**src/hdl/dbsfb_pkg.sv**
```systemverilog
package dbsfb_pkg;

    typedef enum logic {
        OP_STEP  = 1'b0,
        OP_WRITE = 1'b1
    } t_op;

    localparam int CHAN_W      = 4;
    localparam int SEL_W       = 3;
    localparam int VALUE_W     = 32;
    localparam int COEF_W      = 32;
    localparam int FRAC_BITS   = 28;
    localparam int SPLIT_BITS  = 16;
    localparam int SLOTS       = 8;
    localparam int PAIRS       = 2;
    localparam int PAIR_STRIDE = 4;

    // coefficient slot order inside one pair
    localparam int SLOT_P11  = 0;
    localparam int SLOT_P22  = 1;
    localparam int SLOT_P21  = 2;
    localparam int SLOT_GAIN = 3;

    typedef struct packed {
        t_op                       op;
        logic [CHAN_W-1:0]         channel;
        logic [SEL_W-1:0]          coef_sel;
        logic signed [VALUE_W-1:0] value;
    } t_in_item;

    typedef struct packed {
        logic [CHAN_W-1:0]         out_channel;
        logic signed [VALUE_W-1:0] lfp_sum;
        logic signed [VALUE_W-1:0] g_pair_one;
        logic signed [VALUE_W-1:0] g_pair_two;
    } t_out_item;

endpackage

```
**src/hdl/dbsfb_front.sv**
```systemverilog
module dbsfb_front #(
    parameter int CHANNELS = 16
) (
    input  logic                i_clk,
    input  logic                i_rst_n,
    input  logic                i_in_valid,
    output logic                o_in_ready,
    input  dbsfb_pkg::t_in_item i_in_item,
    input  logic                i_hold,
    output logic                o_head_valid,
    output dbsfb_pkg::t_in_item o_head,
    input  logic                i_pop
);

    import dbsfb_pkg::*;

    localparam int QDEPTH = 4;
    localparam int QPTR_W = $clog2(QDEPTH);
    localparam logic [8:0] CH_LIMIT = 9'(CHANNELS);

    t_in_item            r_queue [QDEPTH];
    logic [QPTR_W:0]     r_count, n_count;
    logic [QPTR_W-1:0]   r_wr_ptr, n_wr_ptr;
    logic [QPTR_W-1:0]   r_rd_ptr, n_rd_ptr;
    logic                accept;
    logic                in_range;
    logic                push;

    assign o_in_ready = !i_hold && (r_count != (QPTR_W+1)'(QDEPTH));
    assign accept     = i_in_valid && o_in_ready;
    // channels past the bank are dropped here and never reach the back end
    assign in_range   = (9'(i_in_item.channel) < CH_LIMIT);
    assign push       = accept && in_range;

    assign o_head_valid = (r_count != '0);
    assign o_head       = r_queue[r_rd_ptr];

    always_comb begin
        n_wr_ptr = r_wr_ptr + QPTR_W'(push);
        n_rd_ptr = r_rd_ptr + QPTR_W'(i_pop);
        n_count  = r_count + (QPTR_W+1)'(push) - (QPTR_W+1)'(i_pop);
    end

    always_ff @(posedge i_clk) begin
        if (!i_rst_n) begin
            r_count  <= '0;
            r_wr_ptr <= '0;
            r_rd_ptr <= '0;
        end else begin
            r_count  <= n_count;
            r_wr_ptr <= n_wr_ptr;
            r_rd_ptr <= n_rd_ptr;
        end
    end

    always_ff @(posedge i_clk) begin
        if (push) begin
            r_queue[r_wr_ptr] <= i_in_item;
        end
    end

endmodule

```
**config.mk**
```make
export PLATFORM = sky130hd
export DESIGN_NAME = dbsfb_front
export DESIGN_NICKNAME = d
export VERILOG_FILES = /design/src/hdl/dbsfb_pkg.sv /design/src/hdl/dbsfb_front.sv
export SDC_FILE = /design/constraint.sdc
export NUM_CORES = 1
export LEC_CHECK = 0
export BUFFER_PORTS_ARGS = -buffer_cell sky130_fd_sc_hd__buf_4
export CAP_MARGIN = 15
export CORE_ASPECT_RATIO = 1.4
export CORE_UTILIZATION = 40
export DETAILED_ROUTE_END_ITERATION = 8
export PLACE_DENSITY = 0.68
export SETUP_SLACK_MARGIN = 0.15
export SLEW_MARGIN = 5
export SYNTH_ARGS = -nofsm -noshare
export SYNTH_HDL_FRONTEND = slang
export SYNTH_SLANG_ARGS = --single-unit
```
**constraint.sdc**
```tcl
create_clock -name i_clk -period 6.7 [get_ports i_clk]
set_input_delay 1.34 -clock i_clk [delete_from_list [all_inputs] [get_ports i_clk]]
set_output_delay 1.34 -clock i_clk [all_outputs]
set_load 0.03 [all_outputs]
```
==> reports/qor.csv, run 1 <==
metric,value,unit
synth_compound_area_share,0,%
synth_fa_ha_area_share,1.13,%
synth-simple-area-share,1.96,%
end_kind,output port,
crit_path_max_fanout,41,
start_util,41.1,%
postSynthAreaPerCell,25.0,um2
slew-limit-headroom,43.2,%
fin_setup_tns,0,ns
yosysSeqAreaShare,79.7,%
maxCapViolations,0,
ys_ff_latch,167,
cts_resized,0,
crit_path_start_kind,flop,
final_nets,398,
internal_power,1.94,mW
yosys_warnings,0,
dieArea,16000,um2
wl,10.8,mm
fmax,285,MHz
syn_area,6210,um2
hold_viol,0,
power.switching,604,uW
netlist_instances,248,
worst_slew_pin_slew,0.852,ns
cts_max_level,4,
ctsHoldBuffers,0,
cts_tree,done,
coreArea,15100,um2
critPathMaxStageDelay,0.91,ns
ant_nets,0,
area_growth,23.4,%
num_antenna_cells,0,
die_y,149,um
status,completed,
leakagePower,2.58,nW
cts_setup_buffers,0,
hpwl,6.18,mm
io_buffers,86,
skew,0.00715,ns
arrival,2.16,ns
crit_slowest_cell,dfxtp_4,
vdd_drop_max,183,uV
synth_xor_area_share,0.645,%
drc_errors,0,
period_minus_slack,3.50,ns
cts_made_buffers,17,
grt_pass1_vias,3081,
fin_area,7660,um2
p_comb_share,12.8,%
required,5.36,ns
antenna_found_initial,0,
setup_viol,0,
post_synth_mux_area_share,14.5,%
place.gp.congestion,0.680,
clk_pin_slew,0.06,ns
synth_top_family_by_area,multiplexers,
clockBufferDepth,2,
first_pass_iters,4,
synth_cell_types,23,
row_count,53,
hold_path.class,reg -> reg,
clockRootBuffer,clkbuf_16,
path_cells,mux4_2 > buf_4,
grt-ovfl-total,0,
grt.total_usage,14.5,%
grt_start_max_net_pins,42,
maxSlewViolCount,0,
die_w,107,um
grt_pass1_wl,16.6,mm
clock_sinks,167,
drt-initial-drc-count,104,
worstSetupPathType,reg -> out,
p_clk_share,38.9,%
p_per_area,332,nW/um2
post-route-period-util,52.3,%
drt-wirelength-per-cell,19.5,um
power_frac_seq,48.3,%
drive_gt1_share,46.3,%
clk_latency,0.41,ns
netSwitchingFraction,23.8,%
dpl_cell_area,7040,um2
via_per_inst,5.00,
num_vias,2763,
io_pins,87,
rsz0062_at_grt,false,
syn-num-nets,298,
## worst max-delay path, delay by kind of cell (launching register included)
family / cells / cell delay, ns
flip-flops: 1 / 0.91
multiplexers: 1 / 0.63
buffers and inverters: 1 / 0.19
## state kept, by name (all words and copies together) (netlist names)
| signal | cells |
|---|---|
| r_count | 3 |
| r_rd_ptr | 2 |
| r_wr_ptr | 2 |
| r_queue | 160 |
## layout make-up
| cell class | instances | area (um2) |
|---|---|---|
| Clock buffer | 20 | 437 |
| Multi-Input combinational cell | 67 | 1160 |
| Tap cell | 192 | 240 |
| Clock inverter | 12 | 168 |
| Sequential cell | 167 | 4950 |
| Fill cell | 1244 | 7460 |
| Inverter | 4 | 15.0 |
| Timing Repair Buffer | 91 | 696 |
## worst paths after layout
| check | from | to | slack (ns) | depth (start not counted) |
|---|---|---|---|---|
| max | r_rd_ptr[0] | o_head[17] | 3.20 | 2 |
| min | r_wr_ptr[1] | r_wr_ptr[1] | 0.61 | 2 |
| max reg2reg | r_count[2] | r_count[2] | 4.61 | 8 |
| min reg2reg | r_wr_ptr[1] | r_wr_ptr[1] | 0.61 | 2 |
## power groups by stage
stage / clock network, mW / logic (mW) / registers (mW)
after global routing: 1.05 / 0.345 / 1.23
after floorplan: 0 / 0.232 / 1.23
final: 0.989 / 0.327 / 1.23
after detailed placement: 0 / 0.324 / 1.26
after global placement: 0 / 0.318 / 1.25
after CTS: 1.01 / 0.325 / 1.24
## per-stage QoR
step | setup WS [ns] | utilization [%] | power, mW | hold slack, ns | instances
detailed placement | 3.56 | 46.5 | 1.58 | 0.587 | 520
global route | 3.02 | 50.7 | 2.63 | 0.655 | 553
floorplan | 0.581 | - | 1.46 | 0.552 | 248
CTS | 3.11 | 50.5 | 2.57 | 0.609 | 552
finish | 3.20 | 50.7 | 2.54 | 0.608 | 553
global placement | 3.55 | 46.5 | 1.57 | 0.577 | 520
## logic make-up (layout without fill, tap and decap cells)
| group | Yosys count | after routing |
|---|---|---|
| DFF | 167 | 167 |
| muxes | 40 | 40 |
| and+or+nand+nor | 19 | 19 |
| buffers and inverters | 14 | 127 |
| adders and majority gates | 5 | 5 |
| xor gates and xnor gates | 3 | 3 |
## metal layers
layer | up-vias | GRT usage [%] | part of all wire (%)
met5 | - | 0 | 0
met4 | 0 | 5.14 | 1.4
met3 | 10 | 4.59 | 4.5
met2 | 64 | 25.2 | 55
met1 | 1438 | 17.0 | 39
li1 | 1251 | - | -
## placed cells by master (no fill, tap or decap)
cell,netlist,final
edfxtp_1,160,160
buf_4,0,90
mux4_2,40,40
clkbuf_16,0,17
and2_1,7,7
clkinvlp_4,0,5
dfxtp_1,7,5
inv_1,4,4
ha_1,4,4
clkbuf_1,1,3
bufinv_16,0,3
nor4b_2,0,2
nor4_2,0,2
xor2_1,2,2
inv_6,0,2
inv_8,0,2
or3b_2,1,1
and3_1,1,1
nor3b_1,1,1
nand2_1,1,1
nand2b_1,1,1
nor2_1,1,1
or3_1,1,1
nand3_1,1,1
xnor3_1,1,1
fa_1,1,1
buf_12,4,1
dfxtp_4,0,1
dfxtp_2,0,1
## cells in the mapped netlist
cell type  instances  area (um2)
buf_6              1        11.3
nand2_1            1        3.75
or3_1              1        6.26
or3b_2             1        8.76
xor2_1             2        17.5
clkbuf_1           1        3.75
buf_2              4        20.0
mux4_2            40         901
and3_1             1        6.26
nor2_1             1        3.75
fa_1               1        20.0
xnor3_1            1        22.5
inv_1              4        15.0
edfxtp_1         160        4800
ha_1               4        50.1
nor4_1             2        12.5
nor3b_1            1        7.51
nor4b_1            2        17.5
nand3_1            1        5.00
buf_12             4        80.1
and2_1             7        43.8
dfxtp_1            7         140
nand2b_1           1        6.26
Power figures use the tool's default switching activity.
==> run 2, diff against run 1 <==
Clock period 6.7 ns to 3.47 ns, I/O delays scaled along.
==> reports/qor.csv, run 2 (synthesis gave the netlist of run 1 again) <==
metric,value,unit,change
netSwitchingFraction,24.0,%,+0.24 points
place.gp.congestion,0.686,,+0.84%
drc_errors,0,,unchanged
status,completed,,
io_pins,87,,unchanged
n_fill_cell,1233,,-0.88%
grt_start_max_net_pins,41,,-2.4%
p_per_area,628,nW/um2,+89%
first_pass_iters,4,,unchanged
die_w,107,um,unchanged
hpwl,6.74,mm,+9.1%
hold_viol,0,,unchanged
drt-initial-drc-count,95,,-8.7%
ctsHoldBuffers,0,,unchanged
final_nets,403,,+1.3%
slew-limit-headroom,58.1,%,+15 points
crit_path_start_kind,flop,,
grt_pass1_wl,16.3,mm,-2.0%
leakagePower,2.61,nW,+1.2%
wl_met1,4.25,mm,+0.64%
final_cell_mix,"edfxtp_1 (160), buf_4 (96), mux4_2 (40), clkbuf_16 (17), and2_1 (7)",,
power.switching,1.16,mW,+92%
drive_gt1_share,47.4,%,+1.1 points
layout_commonest_cell,edfxtp_1,,
antenna_found_initial,1,,+1
required,2.78,ns,-2.58 ns
clock_sinks,167,,unchanged
p_comb_share,13.8,%,+1.0 points
finalNonFillerCells,558,,+0.90%
grt.total_usage,14.3,%,-0.25 points
setup_viol,0,,unchanged
fin_ws,0.717,ns,-2.48 ns
hold_path.class,in -> reg,,
via_per_inst,5.06,,+1.2%
vdd_drop_max,311,uV,+70%
clockBufferDepth,2,,unchanged
maxSlewViolCount,0,,unchanged
skew,0.00649,ns,-0.000663 ns
worstSetupPathType,reg -> out,,
die_y,149,um,unchanged
reg_top3,"r_queue: 160 flops, r_count: 3 flops",,
grt_pass1_vias,3070,,-0.36%
internal_power,3.67,mW,+89%
arrival,2.06,ns,-0.10 ns
fin_setup_tns,0,ns,unchanged
worst_slew_pin_slew,0.629,ns,-0.223 ns
preCtsSetupSlack,1.09,ns,-2.48 ns
period_minus_slack,2.75,ns,
area_growth,24.0,%,
cts_tree,done,,
io_buffers,86,,unchanged
fmax,363,MHz,
dp_cells,526,,+1.2%
rsz0062_at_grt,false,,
seqCellArea,4950,um2,unchanged
coreArea,15100,um2,unchanged
end_kind,output port,,
clockRootBuffer,clkbuf_16,,
cts_made_buffers,17,,unchanged
drt-wirelength-per-cell,19.2,um,-1.4%
p_clk_share,37.3,%,-1.6 points
maxCapViolations,0,,unchanged
power_frac_seq,48.8,%,+0.5 points
num_vias,2822,,+2.1%
cts_setup_buffers,0,,unchanged
largest_register,r_queue,,
wl_met2,5.77,mm,-2.6%
ant_nets,0,,unchanged
crit_path_max_fanout,22,,-46%
wl,10.7,mm,-0.50%
start_util,41.1,%,unchanged
grt-ovfl-total,0,,unchanged
top_layer,met4,,
clk_latency,0.42,ns,about the same
row_count,53,,unchanged
dieArea,16000,um2,unchanged
wl_met3,496,um,+3.3%
post-route-period-util,79.3,%,
cts_max_level,4,,unchanged
clk_pin_slew,0.06,ns,about the same
cts_resized,0,,unchanged
whs,0.474,ns,-0.134 ns
largest_reg_flops,160,,unchanged
multi_input_area,1190,um2,+3.0%
-- run 2: changes by cell type in the layout (fill, tap and decap cells not counted), sizes merged --
| cell | previous run | this run |
|---|---|---|
| buf | 91 | 96 |
| bufinv | 3 | 2 |
| clkbuf | 20 | 17 |
| clkinv | 0 | 5 |
| clkinvlp | 5 | 2 |
| diode | 0 | 1 |
| inv | 8 | 9 |
-- run 2: power by group through the flow --
stage / combinational [mW] / clock, mW / sequential (mW)
finish: 0.668 / 1.80 / 2.36
global route: 0.707 / 1.92 / 2.37
CTS: 0.681 / 1.85 / 2.36
detailed placement: 0.680 / 0 / 2.40
global placement: 0.673 / 0 / 2.40
floorplan: 0.462 / 0 / 2.37
-- run 2: worst max-delay path, cell delays in order (launching register included) --
cell	delay, ns
dfxtp_4	0.62
buf_4	0.30
mux4_2	0.54
buf_4	0.19
-- run 2: final timing paths --
| kind | start | endpoint | slack, ns | cells past startpoint |
|---|---|---|---|---|
| max reg2reg | r_count[2] | r_count[2] | 1.38 | 8 |
| min reg2reg | r_wr_ptr[1] | r_wr_ptr[1] | 0.59 | 2 |
| max | r_rd_ptr[0] | o_head[36] | 0.72 | 3 |
| min | i_in_item[25] | r_queue[1][25] | 0.47 | 1 |
-- run 2: layer usage --
layer | vias to the layer above | GRT usage [%]
met5 | - | 0
met3 | 14 | 4.98
met4 | 0 | 6.37
met2 | 68 | 24.1
li1 | 1260 | -
met1 | 1480 | 16.4
-- run 2: cell type report --
cell class | instances | share of cell area [%]
Multi-Input combinational cell | 67 | 15.5
Clock buffer | 17 | 5.53
Inverter | 4 | 0.195
Antenna cell | 1 | 0.0325
Timing Repair Buffer | 96 | 9.36
Tap cell | 192 | 3.12
Sequential cell | 167 | 64.3
Clock inverter | 14 | 1.95
-- run 2: stage by stage --
stage               power, mW  instance area (um2)  utilization [%]
floorplan                2.84                 6270                -
global placement         3.07                 7120             47.1
detailed placement       3.08                 7120             47.1
CTS                      4.89                 7690             50.9
global route             5.00                 7690             50.9
finish                   4.83                 7700             50.9
==> run 3, diff against run 2 <==
Clock period 3.47 ns to 2.7 ns, I/O delays scaled along.
==> reports/qor.csv, run 3 (synthesis gave the netlist of run 1 again) <==
metric,value,unit,change
drive_gt1_share,47.0,%,-0.39 points
maxCapViolations,0,,unchanged
wl,10.9,mm,+1.5%
reg2reg_slack,0.60,ns,-0.78 ns
cts_made_buffers,17,,unchanged
preCtsSetupSlack,0.545,ns,-0.541 ns
layout_commonest_cell,edfxtp_1,,
hold_path.class,in -> reg,,
cts_max_level,4,,unchanged
fin_setup_tns,0,ns,unchanged
end_kind,output port,,
cts_setup_buffers,3,,+3
die_y,149,um,unchanged
die_w,107,um,unchanged
status,completed,,
drt-initial-drc-count,130,,+37%
drc_errors,0,,unchanged
ant_nets,0,,unchanged
start_util,41.1,%,unchanged
grt_start_max_net_pins,41,,unchanged
hpwl,6.61,mm,-1.9%
grt-ovfl-total,0,,unchanged
hold_viol,0,,unchanged
area_growth,25.3,%,
grt_pass1_wl,16.4,mm,+1.1%
final_nets,405,,+0.50%
clk_pin_slew,0.06,ns,about the same
drt-wirelength-per-cell,19.4,um,+1.2%
whs_path_depth,1,,unchanged
fmax,437,MHz,
dieArea,16000,um2,unchanged
largest_reg_flops,160,,unchanged
r2r-start,r_count[2],,
clock_sinks,167,,unchanged
path_cells,buf_12 > mux4_2 > buf_4,,
largest_register,r_queue,,
place.gp.congestion,0.680,,-0.96%
crit_slowest_cell,mux4_2,,
io_buffers,86,,unchanged
clk_latency,0.41,ns,about the same
setup_viol,0,,unchanged
grt_pass1_vias,3090,,+0.65%
reg2reg_to,r_count[2],,
antenna_found_initial,1,,unchanged
slew-limit-headroom,72.2,%,+14 points
skew,0.00765,ns,+0.00116 ns
vdd_drop_max,374,uV,+20%
grt.total_usage,14.6,%,+0.32 points
crit_path_max_fanout,19,,-14%
required,2.16,ns,-0.62 ns
maxSlewViolCount,0,,unchanged
worst_slew_pin_slew,0.416,ns,-0.213 ns
coreArea,15100,um2,unchanged
p_per_area,802,nW/um2,+28%
row_count,53,,unchanged
cts_tree,done,,
io_pins,87,,unchanged
leakagePower,2.63,nW,+0.62%
critPathMaxStageDelay,0.54,ns,-0.08 ns
final_cell_mix,"edfxtp_1 (160), buf_4 (93), mux4_2 (40), clkbuf_16 (17), and2_1 (7)",,
n_fill_cell,1217,,-1.3%
worstSetupPathType,reg -> out,,
hold_start,i_in_item[25],,
num_vias,2826,,+0.14%
post-route-period-util,84.7,%,
cts_resized,0,,unchanged
clockBufferDepth,2,,unchanged
rsz0062_at_grt,false,,
r2r.worst_path.cells,8,,unchanged
arrival,1.75,ns,-0.31 ns
fin_ws,0.412,ns,-0.305 ns
num_antenna_cells,0,,-1
ctsHoldBuffers,0,,unchanged
first_pass_iters,4,,unchanged
clockRootBuffer,clkbuf_16,,
min_to,r_queue[1][25],,
reg_top3,"r_queue: 160 flops, r_count: 3 flops",,
via_per_inst,5.05,,-0.22%
crit_path_start_kind,flop,,
period_minus_slack,2.29,ns,
-- run 3: per-layer routing --
layer  track usage, %  vias up  wire length (um)
met1             15.9     1474              4150
li1                 -     1261                 -
met2             25.9       73              6040
met5                0        -                17
met4             6.30        2               162
met3             4.67       16               516
-- run 3: area by class of cell --
| cell class | instances | area (um2) | share of cell area (%) |
|---|---|---|---|
| Tap cell | 192 | 240 | 3.09 |
| Inverter | 4 | 15.0 | 0.193 |
| Multi-Input combinational cell | 67 | 1190 | 15.3 |
| Sequential cell | 167 | 4950 | 63.7 |
| Clock buffer | 17 | 425 | 5.47 |
| Timing Repair Buffer | 98 | 798 | 10.3 |
| Clock inverter | 15 | 154 | 1.98 |
-- run 3: how the worst max path moves through the flow --
stage / from / endpoint / slack (ns) / cells after the start
floorplan: i_in_valid / r_queue[0][0] / -0.60 / 2
global placement: i_hold / r_count[2] / 0.57 / 9
detailed placement: i_hold / r_count[2] / 0.55 / 9
CTS: r_rd_ptr[0] / o_head[22] / 0.37 / 3
global route: r_rd_ptr[0] / o_head[22] / 0.34 / 3
finish: r_rd_ptr[0] / o_head[22] / 0.41 / 3
-- run 3: critical path, delay by kind of cell, from the launching register on --
kind | cells | cell delay (ns)
buf+inv | 2 | 0.39
mux | 1 | 0.54
flops | 1 | 0.39
-- run 3: power by group --
part           internal [mW]  switching (mW)  leakage, nW
Clock                   1.36           0.967        0.269
Combinational          0.406           0.492        0.851
Sequential              2.96          0.0433         1.51
-- run 3: through the flow --
step	hold WS, ns	cell area (um2)	power (mW)	utilization [%]	std cells
3_3_place_gp	0.580	7170	3.95	47.4	525
4_1_cts	0.301	7770	6.31	51.4	560
6_report	0.323	7770	6.23	51.4	560
3_5_place_dp	0.580	7170	3.97	47.4	525
5_1_grt	0.305	7770	6.45	51.4	560
2_1_floorplan	0.552	6250	3.64	-	248
